`config.mk`:
```
export PLATFORM = sky130hd
export DESIGN_NAME = script_class_text_classifier_unit
export DESIGN_NICKNAME = d
export VERILOG_FILES = /design/src/hdl/sctc_pkg.sv /design/src/hdl/sctc_decide.sv /design/src/hdl/script_class_text_classifier_unit.sv
export SDC_FILE = /design/constraint.sdc
export NUM_CORES = 1
export LEC_CHECK = 0
export BUFFER_PORTS_ARGS = -buffer_cell sky130_fd_sc_hd__buf_2
export CAP_MARGIN = 20
export CORE_MARGIN = 5
export CORE_UTILIZATION = 50
export DETAILED_ROUTE_END_ITERATION = 8
export GPL_ROUTABILITY_DRIVEN = 0
export PLACE_DENSITY_LB_ADDON = 0.08
export SETUP_SLACK_MARGIN = 0.15
export SLEW_MARGIN = 40
export SYNTH_ARGS = -nofsm -noshare
export SYNTH_HDL_FRONTEND = slang
export SYNTH_SLANG_ARGS = --single-unit
```
`constraint.sdc`:
```
create_clock -name clk -period 8.3 [get_ports clk]
set_input_delay 0.415 -clock clk [delete_from_list [all_inputs] [get_ports clk]]
set_output_delay 0.415 -clock clk [all_outputs]
set_load 0.1 [all_outputs]
```
`src/hdl/sctc_pkg.sv`:
```
// Shared types and constants for the script-class text classifier.
// No dependencies; imported by sctc_decide and the top level.
`timescale 1ns / 1ps

package sctc_pkg;

	// default counter width
	localparam int COUNT_BITS_DEF = 16;

	// result class codes
	typedef enum logic [2:0] {
		LANG_OTHERS = 3'd0,
		LANG_ZH     = 3'd1,
		LANG_JP     = 3'd2,
		LANG_KR     = 3'd3,
		LANG_EN     = 3'd4
	} lang_t;

	// code unit ranges
	localparam logic [15:0] IDEO_LO   = 16'h4E00;
	localparam logic [15:0] IDEO_HI   = 16'h9FFF;
	localparam logic [15:0] KANA_LO   = 16'h3040;
	localparam logic [15:0] KANA_HI   = 16'h30FF;
	localparam logic [15:0] HANGUL_LO = 16'hAC00;
	localparam logic [15:0] HANGUL_HI = 16'hD7AF;
	localparam logic [15:0] ASCII_HI  = 16'h007F;

	localparam int FIELD_BITS = 16;

endpackage

```
`src/hdl/sctc_decide.sv`:
```
// Class decision from the four final counts: pair rules, then weighted scores
// (kana times four plus ideographs, the others doubled). Depends on sctc_pkg.
`timescale 1ns / 1ps

module sctc_decide
	import sctc_pkg::*;
#(
	parameter int COUNT_BITS = COUNT_BITS_DEF
) (
	input  logic [COUNT_BITS-1:0] ideo,
	input  logic [COUNT_BITS-1:0] kana,
	input  logic [COUNT_BITS-1:0] hangul,
	input  logic [COUNT_BITS-1:0] ascii,
	output lang_t                 language
);

	// 4*kana + ideo stays below 8 * 2^COUNT_BITS
	localparam int SW = COUNT_BITS + 3;

	logic          z_nz, j_nz, k_nz, e_nz;
	logic [SW-1:0] sz, sj, sk, se;
	logic          top_z, top_j, top_k, top_e;

	always_comb begin
		z_nz = |ideo;
		j_nz = |kana;
		k_nz = |hangul;
		e_nz = |ascii;

		sz = {2'b00, ideo, 1'b0};
		sj = {1'b0, kana, 2'b00} + {3'b000, ideo};
		sk = {2'b00, hangul, 1'b0};
		se = {2'b00, ascii, 1'b0};

		top_z = (sz > sj) && (sz > se) && (sz > sk);
		top_j = (sj > sz) && (sj > se) && (sj > sk);
		top_e = (se > sj) && (se > sk) && (se > sz);
		top_k = (sk > sz) && (sk > se) && (sk > sj);

		if (!z_nz && !j_nz && !k_nz && !e_nz) begin
			language = LANG_OTHERS;
		end else if (z_nz && j_nz) begin
			language = LANG_JP;
		end else if (z_nz && e_nz) begin
			language = LANG_ZH;
		end else if (k_nz && e_nz) begin
			language = LANG_KR;
		end else if (j_nz && e_nz) begin
			language = LANG_JP;
		end else if (top_z) begin
			language = LANG_ZH;
		end else if (top_j) begin
			language = LANG_JP;
		end else if (top_e) begin
			language = LANG_EN;
		end else if (top_k) begin
			language = LANG_KR;
		end else begin
			language = LANG_OTHERS;
		end
	end

endmodule

```
`src/hdl/script_class_text_classifier_unit.sv`:
```
// Top level of the script-class text classifier: input register, counters,
// final-count register and result register. Depends on sctc_pkg, sctc_decide.
`timescale 1ns / 1ps
//
// Channel   Dir  Handshake                  Payload
// s_axis    in   s_axis_tvalid/tready       tdata[15:0] code_unit, tuser no_char, tlast last
// m_axis    out  m_axis_tvalid/tready       tdata language, four totals (see port)
//
// One code unit is taken every cycle unless a unit marked last waits in stage 1;
// the throughput is set by the single counter update in stage 1. A result is
// presented once the request marked last has passed the input reg (at the
// accepting edge), then the final-count reg, then the result reg.
// arst_n clears all valid flags and the four counters.
// A stalled result holds only the final-count and result registers; units
// that are not last keep flowing into the counters meanwhile, until the next
// unit marked last reaches stage 1 and waits there.

module script_class_text_classifier_unit
	import sctc_pkg::*;
#(
	parameter int COUNT_BITS = COUNT_BITS_DEF
) (
	input  logic        clk,
	input  logic        arst_n,

	input  logic        s_axis_tvalid,
	output logic        s_axis_tready,
	input  logic [15:0] s_axis_tdata,   // [15:0] code_unit
	input  logic        s_axis_tuser,   // [0] no_char
	input  logic        s_axis_tlast,

	output logic        m_axis_tvalid,
	input  logic        m_axis_tready,
	// [2:0] language, [18:3] ideograph_total, [34:19] kana_total,
	// [50:35] hangul_total, [66:51] ascii_total, [71:67] zero
	output logic [71:0] m_axis_tdata
);

	localparam logic [COUNT_BITS-1:0] CNT_MAX = {COUNT_BITS{1'b1}};
	localparam logic [COUNT_BITS-1:0] CNT_ONE = {{(COUNT_BITS-1){1'b0}}, 1'b1};

	// ---------------- stage 1: registered input ----------------
	logic [15:0] cu_s1;
	logic        no_char_s1;
	logic        last_s1;
	logic        valid_s1;

	// ---------------- stage 2: final counts of a string ----------------
	logic [COUNT_BITS-1:0] ideo_s2, kana_s2, hangul_s2, ascii_s2;
	logic                  valid_s2;

	// running counters
	logic [COUNT_BITS-1:0] ideo_q, kana_q, hangul_q, ascii_q;
	logic [COUNT_BITS-1:0] ideo_nx, kana_nx, hangul_nx, ascii_nx;

	logic out_free, s2_free, s1_adv;
	logic is_ideo, is_kana, is_hangul, is_ascii;

	// result register frees when empty or taken; stage 2 when it can move on
	assign out_free      = !m_axis_tvalid || m_axis_tready;
	assign s2_free       = !valid_s2 || out_free;
	// a non-last unit never needs stage 2, so it always moves
	assign s1_adv        = valid_s1 && (!last_s1 || s2_free);
	assign s_axis_tready = !valid_s1 || s1_adv;

	// range sort; the ranges do not overlap
	always_comb begin
		is_ideo   = !no_char_s1 && (cu_s1 >= IDEO_LO) && (cu_s1 <= IDEO_HI);
		is_kana   = !no_char_s1 && (cu_s1 >= KANA_LO) && (cu_s1 <= KANA_HI);
		is_hangul = !no_char_s1 && (cu_s1 >= HANGUL_LO) && (cu_s1 <= HANGUL_HI);
		is_ascii  = !no_char_s1 && (cu_s1 <= ASCII_HI);

		ideo_nx   = (is_ideo && ideo_q != CNT_MAX) ? ideo_q + CNT_ONE : ideo_q;
		kana_nx   = (is_kana && kana_q != CNT_MAX) ? kana_q + CNT_ONE : kana_q;
		hangul_nx = (is_hangul && hangul_q != CNT_MAX) ? hangul_q + CNT_ONE : hangul_q;
		ascii_nx  = (is_ascii && ascii_q != CNT_MAX) ? ascii_q + CNT_ONE : ascii_q;
	end

	always_ff @(posedge clk or negedge arst_n) begin
		if (!arst_n) begin
			valid_s1 <= 1'b0;
		end else if (s_axis_tready) begin
			valid_s1 <= s_axis_tvalid;
		end
	end

	always_ff @(posedge clk) begin
		if (s_axis_tready && s_axis_tvalid) begin
			cu_s1      <= s_axis_tdata;
			no_char_s1 <= s_axis_tuser;
			last_s1    <= s_axis_tlast;
		end
	end

	// counters: bump (saturating) on each unit in their range, clear once a string closes
	always_ff @(posedge clk or negedge arst_n) begin
		if (!arst_n) begin
			ideo_q   <= '0;
			kana_q   <= '0;
			hangul_q <= '0;
			ascii_q  <= '0;
		end else if (s1_adv) begin
			if (last_s1) begin
				ideo_q   <= '0;
				kana_q   <= '0;
				hangul_q <= '0;
				ascii_q  <= '0;
			end else begin
				ideo_q   <= ideo_nx;
				kana_q   <= kana_nx;
				hangul_q <= hangul_nx;
				ascii_q  <= ascii_nx;
			end
		end
	end

	always_ff @(posedge clk or negedge arst_n) begin
		if (!arst_n) begin
			valid_s2 <= 1'b0;
		end else if (s2_free) begin
			valid_s2 <= s1_adv && last_s1;
		end
	end

	always_ff @(posedge clk) begin
		if (s1_adv && last_s1) begin
			ideo_s2   <= ideo_nx;
			kana_s2   <= kana_nx;
			hangul_s2 <= hangul_nx;
			ascii_s2  <= ascii_nx;
		end
	end

	// ---------------- stage 3: class and clipped totals ----------------
	lang_t language;

	sctc_decide #(
		.COUNT_BITS(COUNT_BITS)
	) u_decide (
		.ideo     (ideo_s2),
		.kana     (kana_s2),
		.hangul   (hangul_s2),
		.ascii    (ascii_s2),
		.language (language)
	);

	// widen by a field so the clip works for any counter width
	logic [COUNT_BITS+FIELD_BITS-1:0] ideo_w, kana_w, hangul_w, ascii_w;
	logic [FIELD_BITS-1:0]            ideo_c, kana_c, hangul_c, ascii_c;

	always_comb begin
		ideo_w   = {{FIELD_BITS{1'b0}}, ideo_s2};
		kana_w   = {{FIELD_BITS{1'b0}}, kana_s2};
		hangul_w = {{FIELD_BITS{1'b0}}, hangul_s2};
		ascii_w  = {{FIELD_BITS{1'b0}}, ascii_s2};

		ideo_c   = (|ideo_w[COUNT_BITS+FIELD_BITS-1:FIELD_BITS]) ?
		           {FIELD_BITS{1'b1}} : ideo_w[FIELD_BITS-1:0];
		kana_c   = (|kana_w[COUNT_BITS+FIELD_BITS-1:FIELD_BITS]) ?
		           {FIELD_BITS{1'b1}} : kana_w[FIELD_BITS-1:0];
		hangul_c = (|hangul_w[COUNT_BITS+FIELD_BITS-1:FIELD_BITS]) ?
		           {FIELD_BITS{1'b1}} : hangul_w[FIELD_BITS-1:0];
		ascii_c  = (|ascii_w[COUNT_BITS+FIELD_BITS-1:FIELD_BITS]) ?
		           {FIELD_BITS{1'b1}} : ascii_w[FIELD_BITS-1:0];
	end

	always_ff @(posedge clk or negedge arst_n) begin
		if (!arst_n) begin
			m_axis_tvalid <= 1'b0;
		end else if (out_free) begin
			m_axis_tvalid <= valid_s2;
		end
	end

	always_ff @(posedge clk) begin
		if (out_free && valid_s2) begin
			m_axis_tdata <= {5'b00000, ascii_c, hangul_c, kana_c, ideo_c, language};
		end
	end

endmodule
```
==> results.md, run 1 <==
* Outcome: complete, but fails checks
* Failing checks: negative hold slack
* Worst slew pin tran at 0.8425 ns
* Syn_area_per_cell at 11.03 sq um
* Initial antenna violation count at 0
* Pwr/cell area at 208.8 nW/um^2
* Number of synthesized register bits at 212
* Clock Power Share at 0.359
* WL final at 28690 um
* Hold_ws at -0.02957 ns
* EDFF count, synth at 145
* Max-slew violations at 0
* Number of cells on the critical path at 19
* # setup viols final at 0
* Number of global-route vias before repair at 8114
* Starting Density at 0.5091
* Critical path buffer and inverter count at 0
* Net switching fraction of the power at 0.3125
* Endpoint type of the worst setup path: flop
* Area growth, synth to finish at 13.10%
* Cell leakage power at 0.005679 uW
* Post-synthesis sequential area ratio at 0.5047
* Die Ht at 164.6 um
* Core area at 23470 sq um
* Synth warn at 0
* Fill cells at 2020
* Fin nets at 1309
* Element type at the critical path start: flop
* Clock transition at path regs at 0.06 ns
* Fin. Hold Viols at 10
* Multi-input gate area at 5612 sq um
* Min Tclk post-route at 5.000 ns
* Standard-cell rows at 56
* RSZ-0062 raised after global routing: false
* Core Util, Final at 0.5757
* Slowest-stage cell, CP: or4_2
* Final ANT Viol Nets at 0
* CTS max path bufs at 3
* Min setup slack post-route at 3.300 ns
* Post-CTS Repair Setup Buffers at 0
* # DRC at 0
* CP Cell Sequence: ha_1 > fa_1 > a211oi_1 > o21bai_1 > nand2_1 > nand2_1 > a21o_1 > a21oi_1 > xor2_1 > ha_1 > nand4_1 > nor3_1 > o21ai_0 > nand3_1 > a21oi_1 > o211a_1 > or4_2 > a21oi_1 > o221a_1
* CP peak stage delay at 0.65 ns
* DRT iter0 DRCs at 532
* Cts repair resizes at 0
* Wire length per cell at 19.00 um
* Die Width at 164.6 um
* Layout cell share with drive strength beyond 1 at 0.1276
* CP top delay family: compound AO/OA/AOI/OAI gates
* Placement Setup Slack at 3.388 ns
* Sw power at 881.8 uW
* Ant. Diodes at 0
* WP data arrival at 5.39 ns
* Post-Synthesis Cells at 1083
* Top FF cell, synth: edfxtp_1
* Post-synth top area share at 0.3644
* Global route overflow at 0
* FF+latch area at 6031 sq um
* Clock skew at 0.01912 ns
* Pre-antenna DRT Iters at 6
* Sum Neg Setup Slack at 0 ns
* # clock sinks at 212
* Root buffer cell: clkbuf_16
* Via count of the routed design at 8471
* Cts bufs inserted at 23
* Cell taking the most area after synthesis: edfxtp_1
* Combinational share of power at 0.185
* Dpl hpwl at 20520 um
* R2R cell count at 19
* Maximum vdd drop at 0.0001911 V
* Most common cell after layout, fill and taps aside: edfxtp_1
* Crit path max fanout at 6
* Worst skew pair latency at 0.53 ns
* Worst hold path class: in2async
* Most common cell on crit path: a21oi_1
* Gr usage total at 0.2180
* Port bufs at 86
* Leading post-synthesis cells by cell area: edfxtp_1, dfrtp_1, ha_1
* Ys async rst share at 0.3160
* Mapped cell area at 11950 sq um
* CP Class: reg2reg
* Fmax at 200.0 MHz
* Flop pwr share at 0.456
* Final Cycle Share at 0.6024
* Maxcap violations at 0
* Commonest cells after routing, fill and taps aside: edfxtp_1, ha_1, nand2_1
* CTS tree: done
* Netlist cell types at 63
* Hold bufs inserted after CTS at 0
* Max-slew headroom at 0.4383
* First-pass GRT wire length at 45880 um
* Internal Power at 1940 uW
* Via/cell ratio at 5.610
* IO Count at 96
* H-tree levels at 1
* Die Area at 27090 sq um
* CP required at 8.69 ns
* Largest net degree at the start of global routing at 68
[kinds of logic after synthesis]
kind of cell,after synthesis,synth area share
fa+ha+maj,113,0.1190
simple gates,340,0.1441
buf+inv,85,0.02838
compound gates,228,0.1236
xor+xnor,72,0.05278
other cells,1,0.0003138
mux,32,0.02722
flops,212,0.5047
[Yosys cell counts, types with 4 or more instances]
library cell and number:
xor2_1 28, or2_2 4, nand2b_1 5, nand3_1 37, o31ai_1 9, nor2_1 63, nor4_1 23, xnor2_1 44
buf_4 5, inv_1 51, o21a_1 6, o21bai_1 5, dfrtp_1 67, nor2b_1 18, nand4_1 18, a211oi_1 7
mux2i_1 28, a21o_1 21, clkbuf_1 28, nor3b_1 10, a22o_1 16, o21ai_0 77, edfxtp_1 145, nor3_1 12
mux2_2 4, nand2_1 100, a31oi_1 7, a21oi_1 50, o211ai_1 8, and4_1 10, and3_1 18, ha_1 112
and2_1 5
[sequential cells by signal, summed over array words and instances, names as in the netlist]
name           flops
m_axis_tdata      67
ascii_c           16
ascii_q           16
hangul_c          16
hangul_q          16
ideo_c            16
ideo_q            16
kana_c            16
kana_q            16
cu_s1             12
last_s1            1
m_axis_tvalid      1
no_char_s1         1
valid_s1           1
valid_s2           1
[worst reg2reg max path, cell delays in order (launching register included)]
cell and delay, ns:
edfxtp_1 0.58, ha_1 0.33, fa_1 0.43, a211oi_1 0.24
o21bai_1 0.13, nand2_1 0.08, nand2_1 0.07, a21o_1 0.18
a21oi_1 0.16, xor2_1 0.40, ha_1 0.21, nand4_1 0.15
nor3_1 0.32, o21ai_0 0.14, nand3_1 0.13, a21oi_1 0.08
o211a_1 0.23, or4_2 0.65, a21oi_1 0.15, o221a_1 0.19
[power by group through the flow]
stage	Combinational, uW	Clock, uW	Sequential, uW
4_1_cts	522	1040	1290
5_1_grt	577	1090	1290
6_report	523	1010	1290
2_1_floorplan	273	0	1420
3_3_place_gp	512	0	1310
3_5_place_dp	520	0	1310
[metal layers]
layer | vias to the layer above | track usage | part of all wire
li1 | 4215 | - | -
met1 | 3983 | 0.3219 | 0.48
met2 | 222 | 0.3414 | 0.44
met3 | 51 | 0.02645 | 0.050
met4 | 0 | 0.06163 | 0.027
met5 | - | 0 | 0
[area by class of cell]
| class | instances | area share |
|---|---|---|
| Clock inverter | 16 | 0.01194 |
| Inverter | 51 | 0.01417 |
| Timing Repair Buffer | 96 | 0.03944 |
| Clock buffer | 26 | 0.04342 |
| Sequential cell | 212 | 0.4463 |
| Tap cell | 319 | 0.02953 |
| Multi-Input combinational cell | 790 | 0.4152 |
[final timing paths]
| kind | start | to | slack (ns) |
|---|---|---|---|
| max in group asynchronous | arst_n | kana_q[12] | 7.82 |
| max | ideo_c[2] | m_axis_tdata[0] | 3.30 |
| min | arst_n | m_axis_tvalid | -0.03 |
| max reg2reg | ideo_c[2] | m_axis_tdata[0] | 3.30 |
| min reg2reg | kana_c[8] | m_axis_tdata[27] | 0.50 |
| min in group clk | s_axis_tdata[8] | cu_s1[8] | 0.06 |
[through the flow]
| step | total power, uW | instances | cell area (sq um) |
|---|---|---|---|
| after global routing | 2962 | 1510 | 13510 |
| after CTS | 2848 | 1509 | 13490 |
| after detailed placement | 1826 | 1467 | 12740 |
| after global placement | 1817 | 1467 | 12730 |
| after floorplan | 1698 | 1087 | 11960 |
| final | 2822 | 1510 | 13510 |
Power figures use the tool's default switching activity.
==> run 2: changes to the inputs <==
==> constraint.sdc (replaced) <==
create_clock -name clk -period 5 [get_ports clk]
set_input_delay 0.25 -clock clk [delete_from_list [all_inputs] [get_ports clk]]
set_output_delay 0.25 -clock clk [all_outputs]
set_load 0.1 [all_outputs]
==> results.md, run 2 (same netlist as run 1, synthesis figures left out) <==
* Max reg flops at 67 (unchanged)
* Final ANT Viol Nets at 0 (unchanged)
* Slowest-stage cell, CP: or4_2 (unchanged)
* # setup viols final at 0 (unchanged)
* Maximum vdd drop at 0.0003929 V (was 0.0001911 V)
* Hold_ws at 0.1253 ns (was -0.02957 ns)
* Commonest cells after routing, fill and taps aside: edfxtp_1, ha_1, nand2_1 (unchanged)
* Post-CTS Repair Setup Buffers at 0 (unchanged)
* Area growth, synth to finish at 15.47% (was 13.10%)
* CTS max path bufs at 3 (unchanged)
* FF+latch area at 6031 sq um (unchanged)
* Clock transition at path regs at 0.06 ns (about the same)
* Fill cells at 1979 (was 2020)
* H-tree levels at 1 (unchanged)
* Via count of the routed design at 8659 (was 8471)
* Crit path max fanout at 6 (unchanged)
* Via/cell ratio at 5.626 (was 5.610)
* Maxcap violations at 0 (unchanged)
* Starting Density at 0.5091 (unchanged)
* Most common cell after layout, fill and taps aside: edfxtp_1 (unchanged)
* Die Ht at 164.6 um (unchanged)
* CP required at 5.40 ns (was 8.69 ns)
* Core area at 23470 sq um (unchanged)
* Ant. Diodes at 0 (unchanged)
* Number of global-route vias before repair at 8247 (was 8114)
* Dpl hpwl at 21980 um (was 20520 um)
* Cts bufs inserted at 23 (unchanged)
* # DRC at 0 (unchanged)
* RSZ-0062 raised after global routing: false (unchanged)
* Die Area at 27090 sq um (unchanged)
* Min Tclk post-route at 4.534 ns (was 5.000 ns)
* Max-slew violations at 0 (unchanged)
* Multi-input gate area at 5632 sq um (was 5612 sq um)
* Initial antenna violation count at 0 (unchanged)
* Standard-cell rows at 56 (unchanged)
* Cell leakage power at 0.005826 uW (was 0.005679 uW)
* Gr usage total at 0.2232 (was 0.2180)
* Element type at the critical path start: flop (unchanged)
* Worst skew pair latency at 0.53 ns (about the same)
* Clock skew at 0.01460 ns (was 0.01912 ns)
* Layout cell share with drive strength beyond 1 at 0.1385 (was 0.1276)
* Die Width at 164.6 um (unchanged)
* WL final at 29850 um (was 28690 um)
* Worst hold path class: in2reg (was in2async)
* Root buffer cell: clkbuf_16 (unchanged)
* CTS tree: done (unchanged)
* CP Class: reg2reg (unchanged)
* Largest Register: m_axis_tdata (unchanged)
* # clock sinks at 212 (unchanged)
* CP peak stage delay at 0.63 ns (was 0.65 ns)
* Global route overflow at 0 (unchanged)
* Outcome: complete, no violations (was complete, but fails checks)
* Fin nets at 1338 (was 1309)
* Pre-antenna DRT Iters at 7 (was 6)
* First-pass GRT wire length at 46600 um (was 45880 um)
* Endpoint type of the worst setup path: flop (unchanged)
* Fmax at 220.6 MHz (was 200.0 MHz)
* Final Cycle Share at 0.9067 (was 0.6024)
* Worst slew pin tran at 0.8847 ns (was 0.8425 ns)
* Sum Neg Setup Slack at 0 ns (unchanged)
* Largest net degree at the start of global routing at 68 (unchanged)
* Wire length per cell at 19.39 um (was 19.00 um)
* IO Count at 96 (unchanged)
* Max-slew headroom at 0.4102 (was 0.4383)
* WP data arrival at 4.93 ns (was 5.39 ns)
* Most common cell on crit path: a21oi_1 (unchanged)
* CP Cell Sequence: ha_1 > fa_1 > a211oi_1 > o21bai_1 > nand4_1 > a21oi_1 > o21ai_0 > nand2b_1 > xnor2_1 > buf_4 > ha_1 > nand3_1 > o21bai_1 > nor2_1 > a21oi_1 > o211a_1 > or4_2 > a21oi_1 > o221a_1 (was ha_1 > fa_1 > a211oi_1 > o21bai_1 > nand2_1 > nand2_1 > a21o_1 > a21oi_1 > xor2_1 > ha_1 > nand4_1 > nor3_1 > o21ai_0 > nand3_1 > a21oi_1 > o211a_1 > or4_2 > a21oi_1 > o221a_1)
* Port bufs at 86 (unchanged)
* Fin. Hold Viols at 0 (was 10)
* DRT iter0 DRCs at 642 (was 532)
* Pwr/cell area at 343.3 nW/um^2 (was 208.8 nW/um^2)
-- run 2: cell types whose count changed in the layout (fill, tap and decap cells not counted), sizes merged --
cell         previous run  this run
inv                    53        52
bufinv                  2         3
clkinvlp                5         3
clkbuf                 26        24
dlygate4sd3             0        16
buf                    96       109
clkinv                  7        11
-- run 2: layer usage --
layer | track usage | vias to the layer above | wire (um)
met3 | 0.03544 | 59 | 1579
met4 | 0.07977 | 0 | 1128
met1 | 0.3073 | 4089 | 13430
met5 | 0 | - | 0
li1 | - | 4264 | -
met2 | 0.3600 | 247 | 13710
-- run 2: power by group --
part	total [uW]	leakage [uW]	switching [uW]	internal [uW]
combinational	906	0.00318	632	274
sequential	2130	0.00228	124	2000
clock	1700	0.000369	700	1000
-- run 2: final timing paths --
check | endpoint | slack (ns) | from | depth (start not counted)
min in group asynchronous | m_axis_tvalid | 0.36 | arst_n | 3
setup / recovery | m_axis_tdata[0] | 0.47 | kana_c[0] | 19
setup reg to reg | m_axis_tdata[0] | 0.47 | kana_c[0] | 19
max in group asynchronous | kana_q[2] | 4.16 | arst_n | 3
hold / removal | valid_s2 | 0.13 | m_axis_tready | 3
hold reg to reg | m_axis_tdata[27] | 0.49 | kana_c[8] | 0
-- run 2: final cells by class --
| cell class | count | share of cell area |
|---|---|---|
| clock buffers | 24 | 0.04199 |
| clock inverters | 18 | 0.01315 |
| inverters | 51 | 0.01388 |
| multi-input cells | 790 | 0.4082 |
| flip-flops and latches | 212 | 0.4371 |
| well taps | 319 | 0.02893 |
| repair buffers | 125 | 0.05677 |
-- run 2: repair_timing --
| item | CTS | global route |
|---|---|---|
| hold buffers | 16 | 0 |
| endpoints found under the hold margin | 82 | 0 |
| resized for setup | 0 | 3 |
| setup endpoints to repair | 0 | 2 |
-- run 2: worst max-delay path, delay by kind of cell (launching register included) --
kind | cells | cell delay [ns]
AOI/OAI and AO/OA | 9 | 1.60
adders and majority gates | 3 | 0.97
buffers and inverters | 1 | 0.15
xor gates and xnor gates | 1 | 0.12
and+or+nand+nor | 5 | 1.14
DFF | 1 | 0.42
-- run 2: stage by stage --
step	worst slack, ns	power (uW)	util	cell area [sq um]	std cells
after floorplan	0.3627	2818	-	11960	1087
after global placement	0.4910	3036	0.5474	12850	1481
after detailed placement	0.4427	3052	0.5477	12850	1481
after CTS	0.3997	4777	0.5869	13780	1539
after global routing	0.1584	4956	0.5878	13800	1539
final	0.4665	4737	0.5878	13800	1539
==> run 3: changes to the inputs <==
--- a/config.mk
+++ b/config.mk
@@ -5,6 +5,7 @@
 export SDC_FILE = /design/constraint.sdc
 export NUM_CORES = 1
 export LEC_CHECK = 0
+export ABC_AREA = 1
 export BUFFER_PORTS_ARGS = -buffer_cell sky130_fd_sc_hd__buf_2
 export CAP_MARGIN = 20
 export CORE_MARGIN = 5
==> constraint.sdc (replaced) <==
create_clock -name clk -period 5 [get_ports clk]
set_input_delay 0.25 -clock clk [delete_from_list [all_inputs] [get_ports clk]]
set_output_delay 0.25 -clock clk [all_outputs]
set_load 0.01 [all_outputs]
==> results.md, run 3 <==
* # setup viols final at 0 (unchanged)
* Number of global-route vias before repair at 8483 (was 8247)
* CP Class: reg2reg (unchanged)
* WL final at 28440 um (was 29850 um)
* Cell leakage power at 0.006149 uW (was 0.005826 uW)
* Global route overflow at 0 (unchanged)
* Post-synth top area share at 0.3693 (was 0.3644)
* Die Area at 26750 sq um (was 27090 sq um)
* CTS max path bufs at 3 (unchanged)
* Netlist cell types at 48 (was 63)
* Clock transition at path regs at 0.06 ns (about the same)
* DRT iter0 DRCs at 558 (was 642)
* Placed Cells at 1609 (was 1481)
* Largest Register: m_axis_tdata (unchanged)
* Initial antenna violation count at 0 (unchanged)
* Starting Density at 0.5053 (was 0.5091)
* Layout cell share with drive strength beyond 1 at 0.1236 (was 0.1385)
* Mux contribution to synthesized area at 0 (was 0.02723)
* Core area at 23330 sq um (was 23470 sq um)
* Root buffer cell: clkbuf_16 (unchanged)
* Pwr/cell area at 322.0 nW/um^2 (was 343.3 nW/um^2)
* Port bufs at 86 (unchanged)
* Worst skew pair latency at 0.52 ns (was 0.53 ns)
* Most common cell after layout, fill and taps aside: nand2_1 (was edfxtp_1)
* Commonest cells after routing, fill and taps aside: nand2_1, inv_1, edfxtp_1 (was edfxtp_1, ha_1, nand2_1)
* Maxcap violations at 0 (unchanged)
* Met3 GRT Util at 0.02851 (was 0.03544)
* Crit path max fanout at 6 (unchanged)
* Largest net degree at the start of global routing at 68 (unchanged)
* Via/cell ratio at 5.220 (was 5.626)
* First-pass GRT wire length at 45280 um (was 46600 um)
* Cts repair resizes at 0 (unchanged)
* Post-CTS Repair Setup Buffers at 0 (unchanged)
* Ys async rst share at 0.3160 (unchanged)
* DP Area at 12610 sq um (was 12850 sq um)
* Fin. Hold Viols at 0 (unchanged)
* Final Cycle Share at 0.7632 (was 0.9067)
* EDFF count, synth at 145 (unchanged)
* Max reg flops at 67 (unchanged)
* RSZ-0062 raised after global routing: false (unchanged)
* Wire length per cell at 17.03 um (was 19.39 um)
* Core Util, Final at 0.5844 (was 0.5878)
* WP data arrival at 4.07 ns (was 4.93 ns)
* Fin nets at 1468 (was 1338)
* CTS tree: done (unchanged)
* Element type at the critical path start: flop (unchanged)
* Outcome: complete, no violations (unchanged)
* Endpoint type of the worst setup path: flop (unchanged)
* Maximum vdd drop at 0.0002651 V (was 0.0003929 V)
* Max-slew violations at 0 (unchanged)
* Post-Synthesis Cells at 1212 (was 1083)
* Fill cells at 2050 (was 1979)
* Syn_area_per_cell at 9.727 sq um (was 11.03 sq um)
* Die Width at 163.6 um (was 164.6 um)
* GRT busiest layer: met2 (unchanged)
* Grt met2 use at 0.3442 (was 0.3600)
* # clock sinks at 212 (unchanged)
* # DRC at 0 (unchanged)
* Gr usage total at 0.2147 (was 0.2232)
* Pre-antenna DRT Iters at 5 (was 7)
* Worst hold path class: in2reg (unchanged)
* Post-synthesis sequential area ratio at 0.5116 (was 0.5047)
* Area growth, synth to finish at 15.67% (was 15.47%)
* Min Tclk post-route at 3.816 ns (was 4.534 ns)
* Met1 usage in global routing at 0.3122 (was 0.3073)
* Final ANT Viol Nets at 0 (unchanged)
* Number of synthesized register bits at 212 (unchanged)
* Die Ht at 163.6 um (was 164.6 um)
* H-tree levels at 1 (unchanged)
* Dpl hpwl at 20400 um (was 21980 um)
* Max-slew headroom at 0.4724 (was 0.4102)
* Most frequent cells after synthesis: nand2_1, inv_1, edfxtp_1 (was edfxtp_1, ha_1, nand2_1)
* Final instance count without filler cells at 1670 (was 1539)
* Mapped cell area at 11790 sq um (was 11950 sq um)
* Worst slew pin tran at 0.7894 ns (was 0.8847 ns)
* Main combinational cell family by area after synthesis: simple AND/OR/NAND/NOR gates (unchanged)
* Cts bufs inserted at 24 (was 23)
* Ant. Diodes at 0 (unchanged)
* Final instance area at 13640 sq um (was 13800 sq um)
* Leading post-synthesis cells by cell area: edfxtp_1, dfrtp_1, ha_1 (unchanged)
* Fmax at 262.1 MHz (was 220.6 MHz)
* Adder-Cell Fraction of Synth Area at 0.1206 (was 0.1190)
* Sum Neg Setup Slack at 0 ns (unchanged)
* Via count of the routed design at 8718 (was 8659)
* Cell taking the most area after synthesis: edfxtp_1 (unchanged)
* Clock skew at 0.01396 ns (was 0.01460 ns)
* Synth warn at 0 (unchanged)
* Top FF cell, synth: edfxtp_1 (unchanged)
* IO Count at 96 (unchanged)
* Post-Synth Simple-Gate Area at 0.1706 (was 0.1441)
* CP required at 5.25 ns (was 5.40 ns)
* Count leader, synth: nand2_1 (was edfxtp_1)
* Standard-cell rows at 56 (unchanged)
* Hold_ws at 0.04492 ns (was 0.1253 ns)
* Post-Synth XOR/XNOR Area at 0.04829 (was 0.05277)
* Synth Area in Compound Gates at 0.07960 (was 0.1236)
-- run 3: cell types whose count changed in the layout (fill, tap and decap cells not counted), moves of 28 or more --
cell / delta
inv_1: +136
mux2i_1: -28
nand2_1: +116
o21ai_0: -28
o22ai_1: +30
xnor2_1: -39
xor2_1: +33
-- run 3: report_power, final --
part | switching (uW) | internal, uW
clock | 698 | 1140
combinational | 335 | 184
sequential | 63.9 | 1970
total | 1100 | 3290
-- run 3: worst max-delay path: stages (launching register included) --
cell and delay (ns):
edfxtp_1 0.55, ha_1 0.43, a21oi_1 0.16, nand2_1 0.10
a21boi_1 0.26, o21ai_2 0.13, nand3_1 0.08, nand2_1 0.08
nand3_1 0.08, nand2_1 0.08, nand3_1 0.08, nand2_1 0.06
xor2_1 0.33, ha_1 0.22, nand2_1 0.06, nor4b_1 0.30
nand4_1 0.13, nand3_1 0.11, nand3b_1 0.14, nand2_1 0.06
nand2_1 0.06, a21oi_1 0.06
-- run 3: path summary, 6_finish.rpt --
path                               start               end  slack, ns  cells after the start
setup / recovery               ideo_c[4]   m_axis_tdata[0]       1.18                     21
hold / removal             m_axis_tready     m_axis_tvalid       0.04                      4
setup reg to reg               ideo_c[4]   m_axis_tdata[0]       1.18                     21
hold reg to reg               kana_c[14]  m_axis_tdata[33]       0.52                      0
max in group asynchronous         arst_n         kana_q[7]       4.11                      3
min in group asynchronous         arst_n       hangul_q[1]       0.38                      3
-- run 3: area by class of cell --
cell class | count | area (sq um) | share of cell area
sequential | 212 | 6031 | 0.4423
multi-input combinational | 792 | 4969 | 0.3644
inverter | 194 | 728.2 | 0.05340
clock buffer | 32 | 701.9 | 0.05148
timing repair buffer | 109 | 658.1 | 0.04827
tap | 319 | 399.1 | 0.02927
clock inverter | 12 | 148.9 | 0.01092
-- run 3: layer usage --
metal | share of wire | routed length [um] | vias to the layer above
li1 | - | - | 4380
met1 | 0.47 | 13380 | 4078
met2 | 0.45 | 12880 | 225
met3 | 0.059 | 1683 | 35
met4 | 0.018 | 499 | 0
met5 | 0 | 0 | -
-- run 3: kinds of logic after synthesis --
| kind of cell | after synthesis |
|---|---|
| other cells | 1 |
| fa+ha+maj | 113 |
| simple gates | 442 |
| flops | 212 |
| compound gates | 167 |
| xor+xnor | 65 |
| buf+inv | 212 |
-- run 3: what timing repair did --
| action | in CTS | in global routing |
|---|---|---|
| endpoints found under the setup margin | 0 | 0 |
| hold endpoints to repair | 82 | 0 |
| hold buffers | 16 | 0 |
-- run 3: metrics by stage --
step / worst slack [ns] / total power [uW]
final: 1.184 / 4390
after global placement: 1.309 / 2561
after floorplan: 1.182 / 2388
after CTS: 1.228 / 4434
after global routing: 0.9088 / 4586
after detailed placement: 1.246 / 2573
